## src/hw/rtl/gbte_pkg.sv

```systemverilog
// gbte_pkg: shared types and constants for the gap-buffer text editor.
// Holds command codes, controller states, datapath operations and the
// command/status structs between gbte_ctrl and gbte_dp. No dependencies.
`default_nettype none

package gbte_pkg;

    localparam int GBTE_CAPACITY = 4096;
    localparam int GBTE_KIND_W   = 3;
    localparam int GBTE_CHAR_W   = 8;
    localparam int GBTE_POS_W    = 13;

    typedef enum logic [GBTE_KIND_W-1:0] {
        KIND_INSERT     = 3'd0,
        KIND_BACKSPACE  = 3'd1,
        KIND_LEFT       = 3'd2,
        KIND_RIGHT      = 3'd3,
        KIND_MOVE_TO    = 3'd4,
        KIND_READ_AT    = 3'd5,
        KIND_CLEAR      = 3'd6,
        KIND_MARK_CLEAN = 3'd7
    } cmd_kind_t;

    typedef enum logic [1:0] {
        ST_IDLE,
        ST_EXEC,
        ST_COPY,
        ST_DONE
    } ctrl_state_t;

    typedef enum logic [3:0] {
        OP_NONE,
        OP_INSERT,
        OP_BACKSPACE,
        OP_FETCH_LEFT,
        OP_FETCH_RIGHT,
        OP_STORE,
        OP_READ,
        OP_CLEAR,
        OP_CLEAN
    } dp_op_t;

    typedef struct packed {
        logic   latch;
        logic   result;
        dp_op_t op;
        logic   acc_we;
        logic   acc;
    } dp_cmd_t;

    typedef struct packed {
        cmd_kind_t kind;
        logic      full;
        logic      at_start;
        logic      at_end;
        logic      need_left;
        logic      need_right;
        logic      in_range;
    } dp_stat_t;

endpackage

`default_nettype wire

```

## src/hw/rtl/gbte_ctrl.sv

```systemverilog
// gbte_ctrl: sequencing state machine for the gap-buffer text editor.
// Drives datapath operations and both handshakes; uses gbte_pkg.
`default_nettype none

module gbte_ctrl
    import gbte_pkg::*;
(
    input  wire logic     clk,
    input  wire logic     rst_n,
    input  wire logic     in_valid,
    output logic          in_stall,
    output logic          out_valid,
    input  wire logic     out_stall,
    input  wire dp_stat_t stat,
    output dp_cmd_t       cmd
);

    ctrl_state_t state_reg;
    ctrl_state_t state_next;
    logic        out_valid_reg;
    logic        out_valid_next;
    logic        out_free;
    logic        take;
    logic        fetch;

    assign out_free  = !out_valid_reg || !out_stall;
    assign in_stall  = !((state_reg == ST_IDLE) || (state_reg == ST_DONE && out_free));
    assign take      = in_valid && !in_stall;
    assign out_valid = out_valid_reg;
    assign fetch     = (cmd.op == OP_FETCH_LEFT) || (cmd.op == OP_FETCH_RIGHT);

    always_comb
    begin
        cmd.latch  = take;
        cmd.result = (state_reg == ST_DONE) && out_free;
        cmd.op     = OP_NONE;
        cmd.acc_we = 1'b0;
        cmd.acc    = 1'b0;
        unique case (state_reg)
            ST_EXEC:
            begin
                cmd.acc_we = 1'b1;
                unique case (stat.kind)
                    KIND_INSERT:
                    begin
                        cmd.op  = stat.full ? OP_NONE : OP_INSERT;
                        cmd.acc = !stat.full;
                    end
                    KIND_BACKSPACE:
                    begin
                        cmd.op  = stat.at_start ? OP_NONE : OP_BACKSPACE;
                        cmd.acc = !stat.at_start;
                    end
                    KIND_LEFT:
                    begin
                        cmd.op  = stat.at_start ? OP_NONE : OP_FETCH_LEFT;
                        cmd.acc = !stat.at_start;
                    end
                    KIND_RIGHT:
                    begin
                        cmd.op  = stat.at_end ? OP_NONE : OP_FETCH_RIGHT;
                        cmd.acc = !stat.at_end;
                    end
                    KIND_MOVE_TO:
                    begin
                        cmd.op  = stat.need_left  ? OP_FETCH_LEFT  :
                                  stat.need_right ? OP_FETCH_RIGHT : OP_NONE;
                        cmd.acc = 1'b1;
                    end
                    KIND_READ_AT:
                    begin
                        cmd.op  = stat.in_range ? OP_READ : OP_NONE;
                        cmd.acc = stat.in_range;
                    end
                    KIND_CLEAR:
                    begin
                        cmd.op  = OP_CLEAR;
                        cmd.acc = 1'b1;
                    end
                    KIND_MARK_CLEAN:
                    begin
                        cmd.op  = OP_CLEAN;
                        cmd.acc = 1'b1;
                    end
                    default:
                    begin
                        cmd.op  = OP_NONE;
                        cmd.acc = 1'b0;
                    end
                endcase
            end
            ST_COPY:
            begin
                cmd.op = OP_STORE;
            end
            default:
            begin
                cmd.op = OP_NONE;
            end
        endcase
    end

    always_comb
    begin
        state_next = state_reg;
        unique case (state_reg)
            ST_IDLE:
            begin
                if (take)
                begin
                    state_next = ST_EXEC;
                end
            end
            ST_EXEC:
            begin
                state_next = fetch ? ST_COPY : ST_DONE;
            end
            ST_COPY:
            begin
                state_next = (stat.kind == KIND_MOVE_TO) ? ST_EXEC : ST_DONE;
            end
            ST_DONE:
            begin
                if (out_free)
                begin
                    state_next = take ? ST_EXEC : ST_IDLE;
                end
            end
            default:
            begin
                state_next = ST_IDLE;
            end
        endcase
    end

    always_comb
    begin
        if (cmd.result)
        begin
            out_valid_next = 1'b1;
        end
        else if (!out_stall)
        begin
            out_valid_next = 1'b0;
        end
        else
        begin
            out_valid_next = out_valid_reg;
        end
    end

    always_ff @(posedge clk or negedge rst_n)
    begin
        if (!rst_n)
        begin
            state_reg     <= ST_IDLE;
            out_valid_reg <= 1'b0;
        end
        else
        begin
            state_reg     <= state_next;
            out_valid_reg <= out_valid_next;
        end
    end

    a_copy_after_fetch: assert property (@(posedge clk) disable iff (!rst_n)
        state_reg == ST_COPY |->
            $past(cmd.op == OP_FETCH_LEFT || cmd.op == OP_FETCH_RIGHT))
        else $error("copy step without a preceding fetch");

    a_valid_from_done: assert property (@(posedge clk) disable iff (!rst_n)
        $rose(out_valid_reg) |-> $past(state_reg == ST_DONE))
        else $error("result raised outside the done state");

    a_single_step_ends: assert property (@(posedge clk) disable iff (!rst_n)
        (state_reg == ST_COPY && stat.kind != KIND_MOVE_TO) |=> state_reg == ST_DONE)
        else $error("single cursor step did not finish after one copy");

endmodule

`default_nettype wire

```

## config.mk

```make
export PLATFORM = sky130hd
export DESIGN_NAME = gbte_ctrl
export DESIGN_NICKNAME = d
export VERILOG_FILES = /design/src/hw/rtl/gbte_pkg.sv /design/src/hw/rtl/gbte_ctrl.sv
export SDC_FILE = /design/constraint.sdc
export NUM_CORES = 1
export LEC_CHECK = 0
export ABC_AREA = 1
export BUFFER_PORTS_ARGS = -buffer_cell sky130_fd_sc_hd__buf_2
export CORE_AREA = 10 10 47 49
export DETAILED_ROUTE_END_ITERATION = 6
export DIE_AREA = 0 0 57 59
export GPL_TIMING_DRIVEN = 0
export PLACE_DENSITY = 0.67
export REMOVE_ABC_BUFFERS = 1
export SYNTH_ARGS = -nofsm -noshare
export SYNTH_HDL_FRONTEND = slang
export SYNTH_SLANG_ARGS = --single-unit
```

## constraint.sdc

```tcl
create_clock -name clk -period 2.99 [get_ports clk]
set_clock_uncertainty 0.1 [all_clocks]
set_input_delay 0.1495 -clock clk [delete_from_list [all_inputs] [get_ports clk]]
set_output_delay 0.1495 -clock clk [all_outputs]
set_load 0.005 [all_outputs]
```

==> results of run 1 <==
==> worst min-delay path, cell delays in order <==
cell and delay (ns):
buf_2 0.08, nand2_1 0.07, nand2_1 0.06
==> cells by family (layout without fill, tap and decap cells) <==
kind of cell | Yosys count | count (layout)
AND/OR/NAND/NOR | 51 | 51
buffers and inverters | 22 | 46
adder cells (fa/ha/maj) | 5 | 5
flip-flops | 3 | 3
AO/OA/AOI/OAI | 7 | 7
==> layer usage <==
layer  wire length (microns)  GRT usage
met1                     532     0.0774
met2                     538      0.119
met3                      92     0.0343
met4                       0     0.0101
met5                       0          0
==> final timing paths <==
check	startpoint	to	slack, ns	depth (start not counted)
worst max-delay path	state_reg[1]	cmd[2]	1.21	9
worst min-delay path	out_stall	out_valid	0.06	3
worst max register to register	state_reg[1]	state_reg[0]	1.30	11
worst min register to register	out_valid	out_valid	0.40	2
max in group asynchronous	rst_n	state_reg[0]	2.54	2
min in group asynchronous	rst_n	out_valid	0.15	2
==> per-stage QoR <==
stage          cell area (sq um)   util  power (mW)  hold WS, ns  setup slack [ns]
2_1_floorplan                480      -       0.317       -0.246              1.42
3_3_place_gp                 611  0.436       0.426       -0.155              1.32
3_5_place_dp                 611  0.436       0.429       -0.153              1.30
4_1_cts                      647  0.462       0.506       0.0527              1.18
5_1_grt                      647  0.462       0.560       0.0683              1.01
6_report                     647  0.462       0.492       0.0618              1.21
==> cell type report <==
class / instances / area, sq um / share of cell area
Timing Repair Buffer: 23 / 120 / 0.186
Multi-Input combinational cell: 63 / 333 / 0.515
Tap cell: 16 / 20.0 / 0.0309
Sequential cell: 3 / 75.1 / 0.116
Inverter: 19 / 72.6 / 0.112
Clock buffer: 4 / 26.3 / 0.0406
==> placed cells by master (no fill, tap or decap), drive strengths merged <==
cell | synthesis | routed
dlygate4sd3 | 0 | 1
o31ai | 1 | 1
o21ai | 2 | 2
o22ai | 1 | 1
nand3 | 9 | 9
nor3 | 1 | 1
clkinv | 1 | 1
a41oi | 1 | 1
dfrtp | 3 | 3
nand2 | 26 | 26
buf | 3 | 22
a21oi | 2 | 2
nor2 | 15 | 15
inv | 18 | 18
clkbuf | 0 | 4
ha | 5 | 5
==> repair_timing <==
item / 4_1_cts / 5_1_grt
buffers inserted: 0 / 0
hold endpoints to repair: 3 / 0
hold buffers: 1 / 0
==> power by group <==
part / switching [mW] / leakage, nW / internal, mW
clock: 0.0193 / 0.0150 / 0.0499
sequential: 0.0178 / 0.0355 / 0.0623
combinational: 0.199 / 0.364 / 0.143
==> summary.txt, run 1 <==
Outcome
  • Status: completed

STA
  • Period utilization: 0.596
  • Hold Fails Final Rpt: 0
  • Final Slew Violations: 0
  • TNS Setup: 0 ns
  • Minimum clock period: 1.78 ns
  • Max Clk Rate: 0.561 GHz
  • Final setup violation count: 0
  • Tightest Pin Transition: 0.293 ns
  • Rel. slew slack: 0.805
  • RSZ-0062 raised after global routing: false

Cells and area
  • Filler Cells Inserted: 164
  • Non-filler cells, final: 128
  • Area Overhead vs Synth: 28.6%
  • Final nets: 131
  • Diode count: 0
  • Share of cells above drive strength 1: 0.321
  • Largest register FFs: 2

Global routing
  • Pin count of the biggest net entering global routing: 9
  • Vias in the first global route: 538
  • GRT overflow: 0
  • Total GRT Usage: 0.0696
  • First-pass GRT wire length: 2050 microns
  • Initial antenna violation count: 0

Worst hold path
  • Hold crit path type: in2reg

Clock network
  • Clk buf depth: 2
  • Worst-Skew Late Latency: 0.23 ns
  • Clock-pin slew on the worst setup and hold paths: 0.04 ns
  • Num CTS Buffers: 3
  • CTS H-tree depth: 1
  • Clock Sink Count: 3
  • Post-cts resize count: 0
  • CTS tree: yes
  • Root buffer cell: clkbuf_4

Die
  • Die Ht: 59 microns
  • Die Wd: 57 microns
  • Core Footprint: 1400 sq um
  • Initial Utilization: 0.359
  • DIE AREA: 3360 sq um
  • Site row count: 14
  • Io pins: 23

Synthesis
  • Mux share of post-synthesis cell area: 0
  • Simple-Gate Fraction of Synth Area: 0.445
  • Syn Inst Count: 88
  • Synth warnings: 0
  • Sequential fraction of the synthesis area: 0.149
  • Main combinational cell family by area after synthesis: simple AND/OR/NAND/NOR gates
  • Commonest cells post-synth: nand2_1 (23), inv_1 (16), nor2_1 (12)
  • Synthesized flop and latch total: 3
  • Ys flop type: dfrtp_1
  • Share of the synthesized area in the top cell type: 0.172
  • Number of synthesized flops with an enable pin: 0
  • Dominant cell type by area after synthesis: nand2_1
  • Compound-cell area share of the yosys netlist: 0.0920
  • Cell Area, Synth: 503 sq um
  • Adder-cell share of the synthesized area: 0.124
  • Fraction of registers with async set/reset: 1.00
  • Most area-consuming cells after synthesis: nand2_1 (17%), dfrtp_1 (15%), ha_1 (12%)
  • Distinct cell type count of the synthesized netlist: 19
  • Xor/xnor cell area share of the yosys netlist: 0
  • Most common cell in the netlist: nand2_1
  • Post-Syn Area per Cell: 5.72 sq um

Critical path
  • Critical Path Start Type: flip-flop
  • CP Class: reg2out
  • CP Cell Sequence: inv_1 > ha_1 > nand2_1 > nand2_1 > nand2_1 > nand2_1 > nand2_2 > clkinv_2 > buf_2
  • CP most frequent cell: nand2_1
  • Worst path top cell family by delay: flip-flops
  • Critical-path top delay cell: dfrtp_1
  • Largest stage delay, worst path: 0.41 ns
  • CP required: 2.74 ns
  • Worst Path Arrival: 1.53 ns
  • Crit end category: output port
  • Buf+Inv Stages, Crit Path: 3
  • Crit-path max FO: 7

Pwr
  • Power density cells: 760 nW/um^2
  • Static leakage: 0.415 nW
  • Peak VDD IR: 0.000309 V

Routing
  • Vias post-DR: 577
  • DRT iter0 DRCs: 2
  • # DRC: 0
  • WL per Instance: 9.09 microns
  • Vias per cell: 4.51
  • Drt total wl: 1160 microns
  • Post-route antenna net violation count: 0
  • First-pass DRT Iterations: 3

Flow run
  • Max Cap Violations: 0

Placed design
  • Post-DP HPWL: 1030 microns
  • Routability congestion estimate from global placement: 0.765
  • Placed cell count: 123
  • Port bufs: 22
Power figures use the tool's default switching activity.
==> inputs of run 2 (changes only) <==
==> constraint.sdc (replaced) <==
create_clock -name clk -period 1.8 [get_ports clk]
set_clock_uncertainty 0.1 [all_clocks]
set_input_delay 0.09 -clock clk [delete_from_list [all_inputs] [get_ports clk]]
set_output_delay 0.09 -clock clk [all_outputs]
set_load 0.005 [all_outputs]
==> run 2 against run 1 <==
  * Register-to-register slack lost 1.2 ns
  * Final cell count increased by 0.78%
  * Non-clock buffer count rose by 1
  * Hold slack improved by 0.047 ns
  * Final area up 3.5%
  * Via count increased by 0.87%
  * Sequential power increased by 75%
  * Critical endpoint is now cmd[5]
  * Combinational power increased by 75%
  * Die area did not move
  * Highest routed layer unchanged
==> summary.txt, run 2 (synthesized netlist as in run 1, its figures left out) <==
Outcome
  • Status: completed

Pwr
  • Power density cells: 1280 nW/um^2 (+68%)
  • Static leakage: 0.420 nW (+1.1%)
  • Pwr Total: 0.855 mW (+74%)
  • Peak VDD IR: 0.000537 V (+74%)

Critical path
  • Critical-path top delay cell: dfrtp_1
  • Critical Path Start Type: flip-flop
  • CP Cell Sequence: inv_1 > ha_1 > nand3_1 > inv_1 > buf_2
  • Largest stage delay, worst path: 0.43 ns (+0.02 ns)
  • CP Class: reg2out
  • Worst path top cell family by delay: flip-flops
  • CP most frequent cell: inv_1
  • Buf+Inv Stages, Crit Path: 3 (unchanged)
  • Crit end category: output port
  • CP required: 1.61 ns (-1.13 ns)
  • Worst Path Arrival: 1.51 ns (-0.02 ns)
  • Worst reg-to-reg setup slack: 0.15 ns (-1.15 ns)
  • Crit-path max FO: 4 (-3)

Global routing
  • Initial antenna violation count: 0 (unchanged)
  • Vias in the first global route: 541 (+0.56%)
  • First-pass GRT wire length: 2080 microns (+1.7%)
  • Total GRT Usage: 0.0714 (+0.00173)
  • Pin count of the biggest net entering global routing: 9 (unchanged)
  • GRT overflow: 0 (unchanged)

STA
  • Final setup violation count: 0 (unchanged)
  • Hold Fails Final Rpt: 0 (unchanged)
  • Period utilization: 0.944
  • Worst Slack Setup Final: 0.102 ns (-1.11 ns)
  • Minimum clock period: 1.70 ns
  • Rel. slew slack: 0.781 (-0.0238)
  • Tightest Pin Transition: 0.328 ns (+0.0357 ns)
  • Max Clk Rate: 0.589 GHz
  • Final Slew Violations: 0 (unchanged)

Clock network
  • CTS tree: yes
  • Worst-Skew Late Latency: 0.23 ns (about the same)
  • Clk buf depth: 2 (unchanged)
  • Root buffer cell: clkbuf_4
  • Clock Sink Count: 3 (unchanged)
  • Num CTS Buffers: 3 (unchanged)
  • CTS H-tree depth: 1 (unchanged)
  • Clock-pin slew on the worst setup and hold paths: 0.04 ns (about the same)

Routing
  • DRT met1 WL: 547 microns (+2.8%)
  • Detail Route met2 WL: 641 microns (+19%)
  • # DRC: 0 (unchanged)
  • First-pass DRT Iterations: 3 (unchanged)
  • DRT iter0 DRCs: 2 (unchanged)
  • Met3 WL post-DR: 77 microns (-16%)
  • DR top layer: met3
  • Vias post-DR: 582 (+0.87%)
  • Drt total wl: 1270 microns (+8.9%)
  • Post-route antenna net violation count: 0 (unchanged)
  • Vias per cell: 4.51 (about the same)
  • WL per Instance: 9.81 microns (+8.0%)

Die
  • Die Ht: 59 microns (unchanged)
  • Core Footprint: 1400 sq um (unchanged)
  • Io pins: 23 (unchanged)
  • Initial Utilization: 0.359 (unchanged)
  • DIE AREA: 3360 sq um (unchanged)
  • Die Wd: 57 microns (unchanged)
  • Site row count: 14 (unchanged)

Placed design
  • Placed cell count: 123 (unchanged)
  • Pre-CTS setup slack: 0.107 ns (-1.19 ns)
  • Port bufs: 22 (unchanged)
  • Routability congestion estimate from global placement: 0.765 (unchanged)
  • Post-DP HPWL: 1030 microns (unchanged)
  • Placed Area: 611 sq um (unchanged)

Flow run
  • Max Cap Violations: 0 (unchanged)

Worst hold path
  • Hold crit path type: in2async

Cells and area
  • Final nets: 132 (+0.76%)
  • Share of cells above drive strength 1: 0.327 (+0.00601)
  • Filler Cells Inserted: 159 (-3.0%)
  • Post-route cell area: 669 sq um (+3.5%)
  • Most frequent cells in the layout: nand2_1 (23), buf_2 (22), inv_1 (16), nor2_1 (12), nand3_1 (8)
  • Diode count: 0 (unchanged)
  • Most common cell after layout, fill and taps aside: nand2_1
  • Area Overhead vs Synth: 33.1%
  • Largest register FFs: 2 (unchanged)
  • Non-filler cells, final: 129 (+0.78%)
[run 2: cell count changes in the layout (fill, tap and decap cells not counted)]
| cell | delta |
|---|---|
| dlygate4sd3_1 | +1 |
| ha_4 | +1 |
| ha_1 | -1 |
[run 2: timing repair]
item / 4_1_cts / 5_1_grt
hold buffers: 2 / 0
buffers inserted: 0 / 0
gates resized for setup: 0 / 2
setup endpoints to repair: 0 / 3
hold endpoints to repair: 4 / 0
[run 2: worst reg2reg max path: stages, from the launching register on]
cell and delay, ns:
dfrtp_1 0.43, inv_1 0.13, ha_1 0.37, nand3_1 0.14, inv_1 0.07, nor2_1 0.10, nand2_1 0.05, nand3_1 0.08
a21oi_2 0.05
[run 2: through the flow]
step	TNS, ns	hold slack, ns	utilization
floorplan	0	-0.306	-
finish	0	0.109	0.478
CTS	0	0.0710	0.469
global route	-0.0228	0.119	0.478
detailed placement	0	-0.213	0.436
global placement	0	-0.215	0.436
[run 2: cell type report]
cell class	count	area (sq um)	share of cell area
multi-input cells	63	345	0.516
repair buffers	24	130	0.194
flip-flops and latches	3	75.1	0.112
inverters	19	72.6	0.108
clock buffers	4	26.3	0.0393
well taps	16	20.0	0.0299
[run 2: final timing paths]
check	start	end	cells after the start
max	state_reg[0]	cmd[5]	5
max in group asynchronous	rst_n	state_reg[0]	2
min	rst_n	out_valid	2
min reg2reg	out_valid	out_valid	2
max reg2reg	state_reg[0]	state_reg[0]	8
min in group clk	in_valid	state_reg[0]	7
[run 2: where the power goes]
part           internal [mW]  total (mW)  switching, mW
clock network         0.0829       0.115         0.0323
logic                  0.255       0.599          0.344
registers              0.103       0.140         0.0370
total                  0.441       0.855          0.413
[run 2: per-layer routing]
layer | vias up | GRT usage
met3 | 0 | 0.0343
li1 | 317 | -
met4 | 0 | 0.0101
met2 | 10 | 0.126
met5 | - | 0
met1 | 255 | 0.0774
